$ cat src/rtl/ppid_pkg.sv
// ----------------------------------------------------------------------------
// ppid_pkg
// Shared types, widths, register codes and reset values of the positional
// PID controller.
// ----------------------------------------------------------------------------
`timescale 1ns / 1ps

package ppid_pkg;

	// default parameter values
	localparam int SAMPLE_WIDTH_DEF       = 16;
	localparam int GAIN_FRACTION_BITS_DEF = 8;

	// fixed field widths
	localparam int GAIN_W     = 16;
	localparam int ILIM_W     = 24;
	localparam int OLIM_W     = 31;
	localparam int SUM_W      = 25;
	localparam int DRIVE_W    = 32;
	localparam int CFG_IDX_W  = 3;
	localparam int CFG_DATA_W = 32;

	// register indexes
	typedef enum logic [CFG_IDX_W-1:0] {
		REG_MODE      = 3'd0,
		REG_GAIN_P    = 3'd1,
		REG_GAIN_I    = 3'd2,
		REG_GAIN_D    = 3'd3,
		REG_INT_LIMIT = 3'd4,
		REG_OUT_LIMIT = 3'd5
	} reg_idx_t;

	// controller modes
	localparam logic MODE_PID = 1'b0;
	localparam logic MODE_PD  = 1'b1;

	// reset values
	localparam logic [ILIM_W-1:0] ILIM_RST = {ILIM_W{1'b1}};
	localparam logic [OLIM_W-1:0] OLIM_RST = {OLIM_W{1'b1}};

	typedef struct packed {
		logic              mode;
		logic [GAIN_W-1:0] gain_p;
		logic [GAIN_W-1:0] gain_i;
		logic [GAIN_W-1:0] gain_d;
		logic [ILIM_W-1:0] integral_limit;
		logic [OLIM_W-1:0] output_limit;
	} cfg_t;

endpackage

$ cat src/rtl/positional_pid_with_clamps_unit.sv
// ----------------------------------------------------------------------------
// positional_pid_with_clamps_unit
// Path: an accepted sample loads the input register; one combinational PID
//   pass then loads the result register once it is free or draining.
// Throughput: 1 item per cycle unless the output stalls; the error sum (in
//   PID mode) and prior error update in the same pass, so the result
//   register sets the rate.
// Reset: asynchronous, clears state to zero, gains to 0, limits to maximum.
// ----------------------------------------------------------------------------
`timescale 1ns / 1ps

module positional_pid_with_clamps_unit import ppid_pkg::*; #(
	parameter int SAMPLE_WIDTH       = SAMPLE_WIDTH_DEF,
	parameter int GAIN_FRACTION_BITS = GAIN_FRACTION_BITS_DEF
) (
	input  logic                           clk,
	input  logic                           arst_n,
	input  logic                           in_valid,
	output logic                           in_ready,
	input  logic signed [SAMPLE_WIDTH-1:0] setpoint,
	input  logic signed [SAMPLE_WIDTH-1:0] measured,
	output logic                           out_valid,
	input  logic                           out_ready,
	output logic signed [DRIVE_W-1:0]      drive,
	input  logic                           cfg_valid,
	output logic                           cfg_ready,
	input  logic [CFG_IDX_W-1:0]           cfg_index,
	input  logic [CFG_DATA_W-1:0]          cfg_data
);

	cfg_t cfg;

	logic                           valid_s1;
	logic signed [SAMPLE_WIDTH-1:0] setpoint_s1;
	logic signed [SAMPLE_WIDTH-1:0] measured_s1;
	logic                           out_valid_q;
	logic signed [DRIVE_W-1:0]      drive_q;
	logic signed [DRIVE_W-1:0]      drive_next;
	logic                           advance;

	ppid_cfg_regs u_cfg (
		.clk       (clk),
		.arst_n    (arst_n),
		.cfg_valid (cfg_valid),
		.cfg_ready (cfg_ready),
		.cfg_index (cfg_index),
		.cfg_data  (cfg_data),
		.cfg       (cfg)
	);

	ppid_datapath #(
		.SAMPLE_WIDTH       (SAMPLE_WIDTH),
		.GAIN_FRACTION_BITS (GAIN_FRACTION_BITS)
	) u_dp (
		.clk         (clk),
		.arst_n      (arst_n),
		.advance     (advance),
		.setpoint_s1 (setpoint_s1),
		.measured_s1 (measured_s1),
		.cfg         (cfg),
		.drive_next  (drive_next)
	);

	// item moves into the result register when that register is free or draining
	assign advance   = valid_s1 && (!out_valid_q || out_ready);
	assign in_ready  = !valid_s1 || advance;
	assign out_valid = out_valid_q;
	assign drive     = drive_q;

	always_ff @(posedge clk or negedge arst_n) begin
		if (!arst_n) begin
			valid_s1    <= 1'b0;
			out_valid_q <= 1'b0;
		end else begin
			if (in_ready)
				valid_s1 <= in_valid;
			if (advance)
				out_valid_q <= 1'b1;
			else if (out_ready)
				out_valid_q <= 1'b0;
		end
	end

	always_ff @(posedge clk) begin
		if (in_valid && in_ready) begin
			setpoint_s1 <= setpoint;
			measured_s1 <= measured;
		end
		if (advance)
			drive_q <= drive_next;
	end

	logic signed [DRIVE_W-1:0] olim_chk;
	assign olim_chk = $signed({{(DRIVE_W-OLIM_W){1'b0}}, cfg.output_limit});

	a_ready_when_empty: assert property (@(posedge clk) disable iff (!arst_n)
		!valid_s1 |-> in_ready)
		else $error("input stage empty but not ready");

	a_accept_fills_s1: assert property (@(posedge clk) disable iff (!arst_n)
		in_valid && in_ready |=> valid_s1)
		else $error("accepted item lost from input stage");

	a_advance_fills_out: assert property (@(posedge clk) disable iff (!arst_n)
		advance |=> out_valid && (drive == $past(drive_next)))
		else $error("result register missed an item");

	a_drive_in_limit: assert property (@(posedge clk) disable iff (!arst_n)
		out_valid |-> (drive <= olim_chk) && (drive >= -olim_chk))
		else $error("drive beyond output limit");

endmodule

$ cat src/rtl/ppid_cfg_regs.sv
// ----------------------------------------------------------------------------
// ppid_cfg_regs
// Configuration register file; writes are taken every cycle, unknown
// indexes are dropped and value bits above each register's width ignored.
// ----------------------------------------------------------------------------
`timescale 1ns / 1ps

module ppid_cfg_regs import ppid_pkg::*; (
	input  logic                  clk,
	input  logic                  arst_n,
	input  logic                  cfg_valid,
	output logic                  cfg_ready,
	input  logic [CFG_IDX_W-1:0]  cfg_index,
	input  logic [CFG_DATA_W-1:0] cfg_data,
	output cfg_t                  cfg
);

	cfg_t cfg_q;

	assign cfg_ready = 1'b1;
	assign cfg       = cfg_q;

	always_ff @(posedge clk or negedge arst_n) begin
		if (!arst_n) begin
			cfg_q.mode           <= MODE_PID;
			cfg_q.gain_p         <= '0;
			cfg_q.gain_i         <= '0;
			cfg_q.gain_d         <= '0;
			cfg_q.integral_limit <= ILIM_RST;
			cfg_q.output_limit   <= OLIM_RST;
		end else if (cfg_valid) begin
			case (reg_idx_t'(cfg_index))
				REG_MODE:      cfg_q.mode           <= cfg_data[0];
				REG_GAIN_P:    cfg_q.gain_p         <= cfg_data[GAIN_W-1:0];
				REG_GAIN_I:    cfg_q.gain_i         <= cfg_data[GAIN_W-1:0];
				REG_GAIN_D:    cfg_q.gain_d         <= cfg_data[GAIN_W-1:0];
				REG_INT_LIMIT: cfg_q.integral_limit <= cfg_data[ILIM_W-1:0];
				REG_OUT_LIMIT: cfg_q.output_limit   <= cfg_data[OLIM_W-1:0];
				default: ;
			endcase
		end
	end

endmodule

$ cat src/rtl/ppid_datapath.sv
// ----------------------------------------------------------------------------
// ppid_datapath
// One-pass PID arithmetic: error, clamped integral, three gain products,
// floor shift and output clamp. Holds prior error and error sum.
// ----------------------------------------------------------------------------
`timescale 1ns / 1ps

module ppid_datapath import ppid_pkg::*; #(
	parameter int SAMPLE_WIDTH       = SAMPLE_WIDTH_DEF,
	parameter int GAIN_FRACTION_BITS = GAIN_FRACTION_BITS_DEF
) (
	input  logic                           clk,
	input  logic                           arst_n,
	input  logic                           advance,
	input  logic signed [SAMPLE_WIDTH-1:0] setpoint_s1,
	input  logic signed [SAMPLE_WIDTH-1:0] measured_s1,
	input  cfg_t                           cfg,
	output logic signed [DRIVE_W-1:0]      drive_next
);

	localparam int E_W   = SAMPLE_WIDTH + 1;
	localparam int DE_W  = SAMPLE_WIDTH + 2;
	localparam int ACC_W = ((E_W > SUM_W) ? E_W : SUM_W) + 1;
	localparam int MAX_W = (DE_W > SUM_W) ? DE_W : SUM_W;
	localparam int RAW_W = GAIN_W + MAX_W + 3;

	logic signed [E_W-1:0]   prior_error_q;
	logic signed [SUM_W-1:0] error_sum_q;

	logic signed [E_W-1:0]   err;
	logic signed [DE_W-1:0]  derr;
	logic signed [ACC_W-1:0] sum_raw;
	logic signed [ACC_W-1:0] sum_cl;
	logic signed [ACC_W-1:0] ilim_x;
	logic signed [SUM_W-1:0] sum_next;
	logic signed [RAW_W-1:0] prod_p;
	logic signed [RAW_W-1:0] prod_i;
	logic signed [RAW_W-1:0] prod_d;
	logic signed [RAW_W-1:0] raw;
	logic signed [RAW_W-1:0] shifted;
	logic signed [RAW_W-1:0] olim_x;
	logic signed [RAW_W-1:0] drive_cl;

	always_comb begin
		err  = $signed({setpoint_s1[SAMPLE_WIDTH-1], setpoint_s1})
		     - $signed({measured_s1[SAMPLE_WIDTH-1], measured_s1});
		derr = $signed({err[E_W-1], err}) - $signed({prior_error_q[E_W-1], prior_error_q});

		// integral: add then clamp to +/- limit
		sum_raw = $signed({{(ACC_W-SUM_W){error_sum_q[SUM_W-1]}}, error_sum_q})
		        + $signed({{(ACC_W-E_W){err[E_W-1]}}, err});
		ilim_x  = $signed({{(ACC_W-ILIM_W){1'b0}}, cfg.integral_limit});
		if (sum_raw > ilim_x)
			sum_cl = ilim_x;
		else if (sum_raw < -ilim_x)
			sum_cl = -ilim_x;
		else
			sum_cl = sum_raw;
		sum_next = sum_cl[SUM_W-1:0];

		prod_p = $signed({{(RAW_W-GAIN_W){1'b0}}, cfg.gain_p})
		       * $signed({{(RAW_W-E_W){err[E_W-1]}}, err});
		prod_d = $signed({{(RAW_W-GAIN_W){1'b0}}, cfg.gain_d})
		       * $signed({{(RAW_W-DE_W){derr[DE_W-1]}}, derr});
		prod_i = $signed({{(RAW_W-GAIN_W){1'b0}}, cfg.gain_i})
		       * $signed({{(RAW_W-SUM_W){sum_next[SUM_W-1]}}, sum_next});
		if (cfg.mode == MODE_PD)
			prod_i = '0;

		raw     = prod_p + prod_i + prod_d;
		shifted = raw >>> GAIN_FRACTION_BITS;   // floor toward minus infinity

		olim_x = $signed({{(RAW_W-OLIM_W){1'b0}}, cfg.output_limit});
		if (shifted > olim_x)
			drive_cl = olim_x;
		else if (shifted < -olim_x)
			drive_cl = -olim_x;
		else
			drive_cl = shifted;
		drive_next = drive_cl[DRIVE_W-1:0];
	end

	always_ff @(posedge clk or negedge arst_n) begin
		if (!arst_n) begin
			prior_error_q <= '0;
			error_sum_q   <= '0;
		end else if (advance) begin
			prior_error_q <= err;
			if (cfg.mode == MODE_PID)
				error_sum_q <= sum_next;
		end
	end

endmodule

$ cat config.mk
export PLATFORM = sky130hd
export DESIGN_NAME = positional_pid_with_clamps_unit
export DESIGN_NICKNAME = d
export VERILOG_FILES = /design/src/rtl/ppid_pkg.sv /design/src/rtl/positional_pid_with_clamps_unit.sv /design/src/rtl/ppid_cfg_regs.sv /design/src/rtl/ppid_datapath.sv
export SDC_FILE = /design/constraint.sdc
export NUM_CORES = 2
export LEC_CHECK = 0
export BUFFER_PORTS_ARGS = -buffer_cell sky130_fd_sc_hd__buf_2
export CAP_MARGIN = 40
export CORE_ASPECT_RATIO = 0.6
export CORE_UTILIZATION = 35
export CTS_BUF_LIST = sky130_fd_sc_hd__clkbuf_16
export DETAILED_ROUTE_END_ITERATION = 12
export SYNTH_ARGS = -nofsm -noshare
export SYNTH_HDL_FRONTEND = slang
export SYNTH_SLANG_ARGS = --single-unit
$ cat constraint.sdc
create_clock -name clk -period 21.1 [get_ports clk]
set_input_delay 3.165 -clock clk [delete_from_list [all_inputs] [get_ports clk]]
set_output_delay 3.165 -clock clk [all_outputs]
set_load 0.05 [all_outputs]
==> impl_metrics.csv <==
group,metric,value,unit
run_status,run_status,"completed",
critical_path,critical_path.max_stage_delay,640,ps
sta,report.final.slew_viol_count,0,
sta,maximum_achievable_frequency,0.04790,GHz
floorplan,initial_utilization,35.54,%
critical_path,critical_path.max_fanout,5,
sta,fin_setup_tns,0,ps
synthesis,synth_largest_type_area_fraction,38.24,%
detailed_routing,route.detailed.drc,0,
critical_path,worstSetupEndpointType,"flop",
sta,slew_headroom,33.83,%
floorplan,die_h,305.6,um
clocking,clock_insertion_delay_worst_skew,630,ps
synthesis,synth_cell_type_count,86,
synthesis,post_synth_most_frequent_cells,"1308 x sky130_fd_sc_hd__inv_1, 1027 x sky130_fd_sc_hd__fa_1, 755 x sky130_fd_sc_hd__nand2_1, 510 x sky130_fd_sc_hd__ha_1, 319 x sky130_fd_sc_hd__and2_1",
critical_path,top_cell_by_count_worst_path,"sky130_fd_sc_hd__fa_1",
synthesis,synth-seq-cells,212,
placement,pre_cts_slack,-1393,ps
clocking,ctsLongestPathBuffers,3,
detailed_routing,detail_route.vias_per_cell,4.989,
synthesis,synth.top_cells.by_area,"sky130_fd_sc_hd__fa_1 38%, sky130_fd_sc_hd__ha_1 12%, sky130_fd_sc_hd__inv_1 9.1%",
critical_path,critical_path_required,21540,ps
synthesis,synth_top_flop_cell,"sky130_fd_sc_hd__dfrtp_1",
clocking,cts-buffers-inserted,25,
critical_path,critPathTopFamily,"adder cells",
sta,grt_setup_unrepaired,"true",
critical_path,timing.critical_path.slowest_stage_cell,"sky130_fd_sc_hd__fa_1",
global_routing,grt_pass1_vias,43610,
synthesis,post-synth-top-area-cell,"sky130_fd_sc_hd__fa_1",
critical_path,critPathArrivalTime,21320,ps
floorplan,placeableCoreArea,151300,um^2
synthesis,seq_area_frac_synth,10.59,%
global_routing,grt_max_degree,60,
clocking,cts_htree_levels,1,
synthesis,mappedNetlistNets,7486,
sta,setup_violations,0,
synthesis,synth.yosys.warnings,0,
critical_path,timing.critical_path.from_type,"flop",
synthesis,postSynthCellCount,5877,
clocking,clkSlewWorstSetupHoldPaths,70,ps
sta,actual_slew_at_the_worst_max_slew_pin,992.6,ps
critical_path,critical_path_buf_inv_count,21,
clocking,cts_sinks,212,
clocking,cts.root.buffer_cell,"sky130_fd_sc_hd__clkbuf_16",
synthesis,synth.avg_cell_area,9.148,um^2
global_routing,antenna_found_initial,18,
detailed_routing,detail_route.iter0.violations,3266,
detailed_routing,drtAntennaViolNets,0,
global_routing,grt_usage,22.68,%
floorplan,floorplan.die_area,155200,um^2
sta,setup_ws,222.9,ps
detailed_routing,num_vias,42070,
floorplan,row_count,110,
synthesis,number_of_enable_flip_flop_cells_after_synthesis,64,
final_layout,drive_gt1_share,19.23,%
placement,dp.final_hpwl,141200,um
detailed_routing,route.detailed.wl_per_inst,20.41,um
synthesis,async_s_r_ff_share_synth,69.81,%
critical_path,crit_type,"flop to flop",
sta,layout_worst_path_cycle_share,98.94,%
global_routing,globalRoute.totalOverflow,0,
sta,final_hold_viol_count,0,
detailed_routing,firstDrtPassIters,5,
sta,fin_worst_skew,18.55,ps
floorplan,die_width,508.0,um
floorplan,io_pins,107,
synthesis,syn_area,53760,um^2
final_layout,design.final.nets,8006,
placement,io_buffer_count,104,
run,timing.max_cap.violations,0,
global_routing,global_route_wire_length_before_repair,266800,um
detailed_routing,totalWireLength,172100,um
final_layout,area_growth_syn_to_layout,18.39,%
synthesis,yosysMostFrequentCell,"sky130_fd_sc_hd__inv_1",
placement,gp_routability_congestion,0.9279,
hold_path,hold_path.class,"flop to flop",
clocking,tritoncts,"yes",
final_layout,finish.utilization,42.08,%
sta,finalCriticalPeriod,20880,ps
[registers in the layout, indices dropped and copies added (netlist names)]
name                cells
u_cfg.cfg             104
drive                  32
measured_s1            16
u_dp.error_sum_q       25
out_valid               1
valid_s1                1
u_dp.prior_error_q     17
setpoint_s1            16
[metal layers]
layer	part of all wire [%]	GRT usage (%)	vias to the layer above
met4	2.0	3.949	2
met2	37	28.96	1757
met3	14	10.20	178
li1	-	-	19160
met1	47	34.43	20970
met5	0.0076	0	-
[area by class of cell]
cell class	count	area, um^2
Antenna cell	1	2.502
Clock buffer	25	625.6
Clock inverter	21	188.9
Fill cell	14710	87610
Inverter	1309	4916
Multi-Input combinational cell	4135	43780
Sequential cell	212	5694
Tap cell	2016	2522
Timing Repair Buffer	714	5916
[stage by stage]
stage | std cells | cell area [um^2] | hold slack [ps]
floorplan | 5877 | 53760 | 453.8
global placement | 8299 | 60210 | 476.5
detailed placement | 8320 | 60590 | 496.0
CTS | 8399 | 62170 | 506.9
global route | 8432 | 63640 | 532.2
finish | 8433 | 63650 | 508.2
[cells by family after synthesis]
family,Yosys count,synth area share (%)
other,1,0.006975
buffers and inverters,1530,10.81
adder cells (fa/ha/maj),1538,50.13
XOR/XNOR,167,2.760
AO/OA/AOI/OAI,631,7.843
flip-flops,212,10.59
multiplexers,140,2.863
AND/OR/NAND/NOR,1658,15.00
[worst paths after layout]
path                                 from       endpoint  slack, ps  cells after the start
max                        setpoint_s1[1]       drive[8]        220                     97
min                              valid_s1      out_valid        510                      1
max reg2reg                setpoint_s1[1]       drive[8]        220                     97
min reg2reg                      valid_s1      out_valid        510                      1
max in group asynchronous          arst_n  u_cfg.cfg[80]      16620                      3
min in group asynchronous          arst_n  u_cfg.cfg[68]       2570                      1
[repair_timing]
| action | in CTS | in global routing |
|---|---|---|
| setup endpoints to repair | 32 | 32 |
| gates cloned | 4 | 3 |
| endpoints found under the hold margin | 0 | 0 |
| setup buffers | 29 | 42 |
| pin swaps | 71 | 196 |
| resized for setup | 109 | 296 |
| hold buffers | 0 | 0 |
[cell usage in the layout, fill, tap and decap left out, drive strengths merged, types with 93 or more instances in the layout]
cell type	count
fa	1027
nand2	755
xnor2	129
a21oi	133
dfrtp	93
o21ai	163
buf	709
nor2b	112
ha	510
nor2	164
and2	320
inv	1321
mux2	110
Power is not shown: default switching activity piles up to over one toggle a cycle in this logic, so the estimate is an artifact.
